$ cat config.mk
export PLATFORM = sky130hd
export DESIGN_NAME = keyword_trigger_qualifier_core
export DESIGN_NICKNAME = d
export VERILOG_FILES = /design/src/design/kwtq_pkg.sv /design/src/design/kwtq_eval.sv /design/src/design/kwtq_stats.sv /design/src/design/keyword_trigger_qualifier_core.sv
export SDC_FILE = /design/constraint.sdc
export NUM_CORES = 1
export LEC_CHECK = 0
export ABC_AREA = 1
export BUFFER_PORTS_ARGS = -buffer_cell sky130_fd_sc_hd__buf_2
export CAP_MARGIN = 25
export CORE_ASPECT_RATIO = 1.1
export CORE_MARGIN = 2
export CORE_UTILIZATION = 64
export CTS_CLUSTER_DIAMETER = 150
export DETAILED_ROUTE_END_ITERATION = 10
export PLACE_DENSITY = 0.82
export SYNTH_ARGS = -nofsm -noshare
export SYNTH_HDL_FRONTEND = slang
export SYNTH_SLANG_ARGS = --single-unit
$ cat constraint.sdc
create_clock -name clock -period 11.4 [get_ports clock]
set_clock_uncertainty 0.15 [all_clocks]
set_input_delay 0.57 -clock clock [delete_from_list [all_inputs] [get_ports clock]]
set_output_delay 0.57 -clock clock [all_outputs]
set_load 0.005 [all_outputs]
$ cat src/design/kwtq_pkg.sv
// ----------------------------------------------------------------------------
// kwtq_pkg
// Types and constants shared by the keyword trigger qualifier modules.
// ----------------------------------------------------------------------------
package kwtq_pkg;

   localparam int TimeWidth    = 48;
   localparam int ScoreWidth   = 16;
   localparam int CountWidth   = 32;
   localparam int NumCounters  = 8;

   localparam logic [ScoreWidth-1:0] Q15One = 16'd32768;

   // Reset values of the configuration registers.
   localparam logic [15:0] ThresholdReset = 16'd26214;
   localparam logic [15:0] HitsReset      = 16'd3;
   localparam logic [31:0] CooldownReset  = 32'd2000;

   // Configuration register indexes.
   localparam logic [1:0] CSR_THRESHOLD = 2'd0;
   localparam logic [1:0] CSR_HITS      = 2'd1;
   localparam logic [1:0] CSR_COOLDOWN  = 2'd2;

   // Item commands.
   localparam logic [1:0] CMD_FRAME  = 2'd0;
   localparam logic [1:0] CMD_TRESET = 2'd1;
   localparam logic [1:0] CMD_CLEAR  = 2'd2;

   // Statistics counter positions, in result field order.
   localparam int CNT_FRAMES = 0;
   localparam int CNT_ABOVE  = 1;
   localparam int CNT_TRIG   = 2;
   localparam int CNT_COOL   = 3;
   localparam int CNT_LATCH  = 4;
   localparam int CNT_RANGE  = 5;
   localparam int CNT_CLOCK  = 6;
   localparam int CNT_TRESET = 7;

   typedef enum logic [2:0] {
      DEC_IDLE  = 3'd0,
      DEC_CAND  = 3'd1,
      DEC_TRIG  = 3'd2,
      DEC_SUPP  = 3'd3,
      DEC_RANGE = 3'd4,
      DEC_CLOCK = 3'd5,
      DEC_CMD   = 3'd6
   } decision_type;

   typedef struct packed {
      logic [1:0]            command;
      logic [ScoreWidth-1:0] score;
      logic [TimeWidth-1:0]  timestamp;
   } req_type;

   typedef struct packed {
      decision_type          decision;
      logic                  in_cooldown;
      logic [CountWidth-1:0] valid_frame_count;
      logic [CountWidth-1:0] above_threshold_count;
      logic [CountWidth-1:0] trigger_count;
      logic [CountWidth-1:0] cooldown_suppress_count;
      logic [CountWidth-1:0] latched_suppress_count;
      logic [CountWidth-1:0] range_error_count;
      logic [CountWidth-1:0] clock_error_count;
      logic [CountWidth-1:0] temporal_reset_count;
   } rsp_type;

   typedef struct packed {
      logic [15:0] score_threshold;
      logic [15:0] hits_to_trigger;
      logic [31:0] cooldown_period;
   } cfg_type;

   typedef struct packed {
      logic [TimeWidth-1:0] last_frame_time;
      logic [TimeWidth-1:0] last_trigger_time;
      logic [15:0]          hit_run;
      logic                 time_valid;
      logic                 trigger_valid;
      logic                 armed;
   } temporal_type;

   typedef struct packed {
      logic                   clear;
      logic [NumCounters-1:0] bump;
   } event_type;

   typedef logic [NumCounters-1:0][CountWidth-1:0] counters_type;

endpackage

$ cat src/design/kwtq_eval.sv
// ----------------------------------------------------------------------------
// kwtq_eval
// Per-item decision logic: next temporal state, counter events and result.
// ----------------------------------------------------------------------------
module kwtq_eval
   import kwtq_pkg::*;
(
   input  cfg_type      cfg,
   input  temporal_type st,
   input  req_type      item,
   output temporal_type st_next,
   output event_type    ev,
   output decision_type decision,
   output logic         in_cooldown
);

   logic                 range_err;
   logic                 backward;
   logic                 hit;
   logic [TimeWidth:0]   trig_diff;
   logic                 cool_core;
   logic                 period_on;
   logic [15:0]          run_inc;

   assign range_err = item.score > Q15One;
   assign backward  = st.time_valid && (item.timestamp < st.last_frame_time);
   assign hit       = item.score >= cfg.score_threshold;
   assign period_on = cfg.cooldown_period != '0;

   // The top bit of the difference is the borrow: the timestamp is before
   // the last trigger.
   assign trig_diff = {1'b0, item.timestamp} - {1'b0, st.last_trigger_time};
   assign cool_core = st.trigger_valid && period_on && !trig_diff[TimeWidth]
                      && (trig_diff[TimeWidth-1:32] == '0)
                      && (trig_diff[31:0] < cfg.cooldown_period);

   assign run_inc = (st.hit_run == '1) ? st.hit_run : st.hit_run + 16'd1;

   always_comb begin
      st_next     = st;
      ev          = '0;
      decision    = DEC_CMD;
      in_cooldown = cool_core && !backward;
      case (item.command)
         CMD_FRAME: begin
            if (range_err) begin
               ev.bump[CNT_RANGE] = 1'b1;
               st_next.hit_run    = '0;
               decision           = DEC_RANGE;
            end else if (backward) begin
               ev.bump[CNT_CLOCK]      = 1'b1;
               ev.bump[CNT_TRESET]     = 1'b1;
               st_next.last_frame_time = item.timestamp;
               st_next.last_trigger_time = '0;
               st_next.hit_run         = '0;
               st_next.time_valid      = 1'b1;
               st_next.trigger_valid   = 1'b0;
               st_next.armed           = 1'b1;
               decision                = DEC_CLOCK;
               in_cooldown             = 1'b0;
            end else begin
               st_next.last_frame_time = item.timestamp;
               st_next.time_valid      = 1'b1;
               ev.bump[CNT_FRAMES]     = 1'b1;
               in_cooldown             = cool_core;
               if (!hit) begin
                  st_next.hit_run = '0;
                  st_next.armed   = 1'b1;
                  decision        = DEC_IDLE;
               end else begin
                  ev.bump[CNT_ABOVE] = 1'b1;
                  if (cool_core) begin
                     st_next.hit_run   = '0;
                     ev.bump[CNT_COOL] = 1'b1;
                     decision          = DEC_SUPP;
                  end else if (!st.armed) begin
                     st_next.hit_run    = '0;
                     ev.bump[CNT_LATCH] = 1'b1;
                     decision           = DEC_SUPP;
                  end else if (run_inc < cfg.hits_to_trigger) begin
                     st_next.hit_run = run_inc;
                     decision        = DEC_CAND;
                  end else begin
                     st_next.hit_run           = '0;
                     st_next.armed             = 1'b0;
                     st_next.last_trigger_time = item.timestamp;
                     st_next.trigger_valid     = 1'b1;
                     ev.bump[CNT_TRIG]         = 1'b1;
                     decision                  = DEC_TRIG;
                     // A fresh trigger is cooling exactly when the period is set.
                     in_cooldown               = period_on;
                  end
               end
            end
         end
         CMD_TRESET: begin
            st_next.last_frame_time   = '0;
            st_next.last_trigger_time = '0;
            st_next.hit_run           = '0;
            st_next.time_valid        = 1'b0;
            st_next.trigger_valid     = 1'b0;
            st_next.armed             = 1'b1;
            ev.bump[CNT_TRESET]       = 1'b1;
            in_cooldown               = 1'b0;
         end
         CMD_CLEAR: begin
            ev.clear = 1'b1;
         end
         default: begin
         end
      endcase
   end

endmodule

$ cat src/design/kwtq_stats.sv
// ----------------------------------------------------------------------------
// kwtq_stats
// Bank of saturating statistics counters; the registers drive the result.
// ----------------------------------------------------------------------------
module kwtq_stats
   import kwtq_pkg::*;
(
   input  logic         clock,
   input  logic         reset,
   input  logic         enable,
   input  event_type    ev,
   output counters_type counts
);

   counters_type cnt_ff;
   counters_type cnt_in;

   always_comb begin
      cnt_in = cnt_ff;
      if (enable) begin
         if (ev.clear) begin
            cnt_in = '0;
         end else begin
            for (int i = 0; i < NumCounters; i++) begin
               if (ev.bump[i] && (cnt_ff[i] != '1)) begin
                  cnt_in[i] = cnt_ff[i] + 32'd1;
               end
            end
         end
      end
   end

   always_ff @(posedge clock) begin
      if (reset) begin
         cnt_ff <= '0;
      end else begin
         cnt_ff <= cnt_in;
      end
   end

   assign counts = cnt_ff;

endmodule

$ cat src/design/keyword_trigger_qualifier_core.sv
// ----------------------------------------------------------------------------
// keyword_trigger_qualifier_core
// Qualifies timestamped keyword-detector scores into trigger decisions.
// ----------------------------------------------------------------------------
// An item passes the input register, then the result register. Throughput:
// one item per cycle unless the result stalls; the input register, one pass
// through the decision logic and the result register bound the rate.
// The counters double as the result register for the statistics fields.
// Reset (synchronous) restores the register defaults, arms the qualifier,
// clears the counters and empties both stages.
module keyword_trigger_qualifier_core
   import kwtq_pkg::*;
(
   input  logic        clock,
   input  logic        reset,
   input  logic        req_valid,
   output logic        req_ready,
   input  req_type     req_data,
   output logic        rsp_valid,
   input  logic        rsp_ready,
   output rsp_type     rsp_data,
   input  logic        csr_valid,
   output logic        csr_ready,
   input  logic [1:0]  csr_index,
   input  logic [31:0] csr_data
);

   req_type      item_ff;
   logic         item_valid_ff;
   cfg_type      cfg_ff;
   temporal_type st_ff;
   temporal_type st_in;
   event_type    ev;
   decision_type decision;
   logic         in_cooldown;
   decision_type decision_ff;
   logic         cool_ff;
   logic         rsp_valid_ff;
   logic         advance;
   counters_type counts;

   // The item in the input register moves on once the result slot is free.
   assign advance   = item_valid_ff && (!rsp_valid_ff || rsp_ready);
   assign req_ready = !item_valid_ff || advance;
   assign csr_ready = 1'b1;

   always_ff @(posedge clock) begin
      if (reset) begin
         item_valid_ff <= 1'b0;
      end else if (req_ready) begin
         item_valid_ff <= req_valid;
      end
   end

   always_ff @(posedge clock) begin
      if (req_valid && req_ready) begin
         item_ff <= req_data;
      end
   end

   always_ff @(posedge clock) begin
      if (reset) begin
         cfg_ff.score_threshold <= ThresholdReset;
         cfg_ff.hits_to_trigger <= HitsReset;
         cfg_ff.cooldown_period <= CooldownReset;
      end else if (csr_valid) begin
         case (csr_index)
            CSR_THRESHOLD: cfg_ff.score_threshold <= csr_data[15:0];
            CSR_HITS:      cfg_ff.hits_to_trigger <= csr_data[15:0];
            CSR_COOLDOWN:  cfg_ff.cooldown_period <= csr_data;
            default: begin
            end
         endcase
      end
   end

   kwtq_eval u_eval (
      .cfg         (cfg_ff),
      .st          (st_ff),
      .item        (item_ff),
      .st_next     (st_in),
      .ev          (ev),
      .decision    (decision),
      .in_cooldown (in_cooldown)
   );

   always_ff @(posedge clock) begin
      if (reset) begin
         st_ff.last_frame_time   <= '0;
         st_ff.last_trigger_time <= '0;
         st_ff.hit_run           <= '0;
         st_ff.time_valid        <= 1'b0;
         st_ff.trigger_valid     <= 1'b0;
         st_ff.armed             <= 1'b1;
      end else if (advance) begin
         st_ff <= st_in;
      end
   end

   kwtq_stats u_stats (
      .clock  (clock),
      .reset  (reset),
      .enable (advance),
      .ev     (ev),
      .counts (counts)
   );

   always_ff @(posedge clock) begin
      if (reset) begin
         rsp_valid_ff <= 1'b0;
      end else if (advance) begin
         rsp_valid_ff <= 1'b1;
      end else if (rsp_ready) begin
         rsp_valid_ff <= 1'b0;
      end
   end

   always_ff @(posedge clock) begin
      if (advance) begin
         decision_ff <= decision;
         cool_ff     <= in_cooldown;
      end
   end

   assign rsp_valid                        = rsp_valid_ff;
   assign rsp_data.decision                = decision_ff;
   assign rsp_data.in_cooldown             = cool_ff;
   assign rsp_data.valid_frame_count       = counts[CNT_FRAMES];
   assign rsp_data.above_threshold_count   = counts[CNT_ABOVE];
   assign rsp_data.trigger_count           = counts[CNT_TRIG];
   assign rsp_data.cooldown_suppress_count = counts[CNT_COOL];
   assign rsp_data.latched_suppress_count  = counts[CNT_LATCH];
   assign rsp_data.range_error_count       = counts[CNT_RANGE];
   assign rsp_data.clock_error_count       = counts[CNT_CLOCK];
   assign rsp_data.temporal_reset_count    = counts[CNT_TRESET];

endmodule

==> metrics <==
status completed; Sum Neg Setup Slack 0 ns; max-capacitance violation count 0; Warnings, synthesis 0; total congestion overflow 0; Ant. Diodes 0; leading cell type in the layout, fill and taps excluded sky130_fd_sc_hd__nand2_1; total nets after synthesis ~5100; Ports 368; vias in the first global route 30300; Arrival @ worst endpoint ~6 ns; fraction of power spent switching nets 0.271; Pint 3.17 mW; Post-layout nets about 5400; clock sinks 507; CTS tree done; Max Clock Freq 0.179 GHz; number of synthesized flops with an enable pin 70; Slew Limit Fails 0; starting density of the core 0.649; Die Wd 216 µm; dpl ws 5.81 ns; growth of design area from synthesis to finish 14.4%; fill cell count 4129; switching power total 1.18 mW; final setup vio count 0; Logic pwr share 0.133; number of nets with antenna violations after routing 0; clock power share 0.433; Setup CP Type flop to flop; Routed Wire Length 99300 µm; final hold vios 0; clock latency of the later-clocked register in the worst-skew pair ~0.62 ns; per-instance average area after synthesis between 6 and 7 µm²; most frequent cells in the layout 1131 x sky130_fd_sc_hd__nand2_1, 611 x sky130_fd_sc_hd__inv_1, 564 x sky130_fd_sc_hd__nor2_1; Static Leak ~15 nW; post-synthesis async set-or-reset flop share 0; CTS Root Buffer Type sky130_fd_sc_hd__clkbuf_16; synthesized flop and latch total ~500; final critical-path share of the clock period 0.491; actual transition at the worst max-transition pin between 1 and 1.5 ns; count of distinct cell types in the synthesized netlist 54; H-Tree Depth 2; cell count after placement around 5700; area after detailed placement approximately 34000 µm²; detailed-routing iteration count for the pre-antenna-repair pass 8; synthesized cell area 31700 µm²; post-layout instance area between 30000 and 40000 µm²; Critical Path End Type flop; most common cell type on the critical path sky130_fd_sc_hd__nand2_1; maximum fanout encountered on the critical timing path 69; area of the core a little under 50000 µm²; VDD IR max between 0.0001 and 0.00015 V; pwr/cell area 120 nW/µm²; number of instances resized during post-cts repair 0; IO buf count roughly 370; Hold/Removal Path Class input port to flop; Critical Path Max Stage Delay ~0.6 ns; final worst-path setup slack approximately 5.8 ns; startpoint types flop; Req. time, crit path 11.79 ns; predominant post-synthesis flop cell sky130_fd_sc_hd__dfxtp_1; clock transition at the registers of the reported paths approximately 0.070 ns; average wire per cell in the routed design between 15 and 20 µm; DIE AREA between 50000 and 60000 µm²; Detailed Route Iter0 Violations 3178; GPL Wtd Cong ~0.97; worst max-slew margin expressed relative to the limit 0.330; All-Layer GR Usage 0.373; routed vias/inst 5.72; share of cells above drive strength 1 0.105; buffer levels on the longest clock path 3; number of hold buffers added after CTS 58; number of buffers inserted to repair setup after CTS 0; TritonCTS buffer count 54; sequential element share of the synthesized area 0.342; count of standard-cell rows between 80 and 90; number of remaining DRC errors 0; routed vias roughly 33000; Synth Instances between 4000 and 5000; largest net degree at the start of global routing 97; DPL Wire Length just over 70000 µm; Layout Cells excl Fill 5809; wire length of the first global-routing pass 157000 µm; unrepaired setup endpoints after global routing false; min cycle time layout approximately 5.6 ns; sequential power share 0.434; highest-delay cell along the critical path sky130_fd_sc_hd__nand2_1; antenna violations before repair 3; Die Y-Extent about 240 µm
==> through the flow <==
stage / hold WS (ns) / total power, mW / util
final: 0.0288 / 4.34 / 0.742
after floorplan: 0.279 / 2.31 / -
after global placement: 0.296 / 2.45 / 0.691
after detailed placement: 0.302 / 2.47 / 0.692
after global routing: 0.0168 / 4.50 / 0.742
after CTS: 0.00836 / 4.33 / 0.742
==> worst max-delay path, delay by kind of cell (launching register included) <==
family,cells,cell delay [ns]
and+or+nand+nor,20,2.37
buffers and inverters,5,1.16
adders and majority gates,3,0.96
DFF,1,0.37
AOI/OAI and AO/OA,2,0.29
xor gates and xnor gates,1,0.18
==> power groups by stage <==
stage | Clock, mW | Sequential [mW] | Combinational [mW]
4_1_cts | 1.88 | 1.88 | 0.566
6_report | 1.88 | 1.88 | 0.579
3_5_place_dp | 0 | 1.92 | 0.545
5_1_grt | 1.96 | 1.89 | 0.648
2_1_floorplan | 0 | 1.92 | 0.395
3_3_place_gp | 0 | 1.92 | 0.532
==> cell type report <==
class / count / area [µm²] / share of cell area
Sequential cell: 507 / 10900 / 0.299
Multi-Input combinational cell: 3462 / 17700 / 0.488
Inverter: 643 / 2420 / 0.0667
Clock buffer: 80 / 1600 / 0.0441
Timing Repair Buffer: 445 / 2610 / 0.0719
Clock inverter: 20 / 278 / 0.00765
Tap cell: 652 / 816 / 0.0225
==> logic make-up after synthesis <==
group,count (synthesis),synth area share
compound gates,698,0.119
xor+xnor,165,0.0455
fa+ha+maj,167,0.0661
buf+inv,812,0.100
flops,507,0.342
other cells,1,0.000118
simple gates,2431,0.327
==> final timing paths <==
path / from / to / slack (ns) / cells past startpoint
worst max register to register: item_ff[0]$_DFFE_PP_ / st_ff[39]$_SDFFE_PP0P_ / 5.80 / 31
worst min-delay path: req_data[4] / item_ff[4]$_DFFE_PP_ / 0.03 / 1
worst min register to register: cfg_ff[60]$_SDFFE_PP0P_ / cfg_ff[60]$_SDFFE_PP0P_ / 0.31 / 2
worst max-delay path: item_ff[0]$_DFFE_PP_ / st_ff[39]$_SDFFE_PP0P_ / 5.80 / 31
==> flip-flops by register name, summed over array words and instances (netlist names) <==
register / flops
rsp_valid: 1
item_ff: 66
u_stats.counts: 256
decision_ff: 3
item_valid_ff: 1
st_ff: 115
cool_ff: 1
cfg_ff: 64
==> cell usage after synthesis, drive strengths merged (99+ instances only) <==
master | instances | area [µm²]
nand2 | 1139 | 4300
inv | 639 | 2400
a21oi | 477 | 2390
dfxtp | 437 | 8750
clkbuf | 102 | 383
ha | 166 | 2080
o21ai | 109 | 546
nand3 | 373 | 1900
nand4 | 99 | 619
xor2 | 102 | 893
nor3 | 165 | 831
nor2 | 582 | 2230
==> layer usage <==
metal / wire length, µm / vias to the layer above / track usage
met3: 8490 / 286 / 0.0701
met4: 4480 / 6 / 0.160
li1: - / 16300 / -
met2: 44900 / 1473 / 0.605
met1: 41300 / 15200 / 0.488
met5: 34 / - / 0
Power figures use the tool's default switching activity.
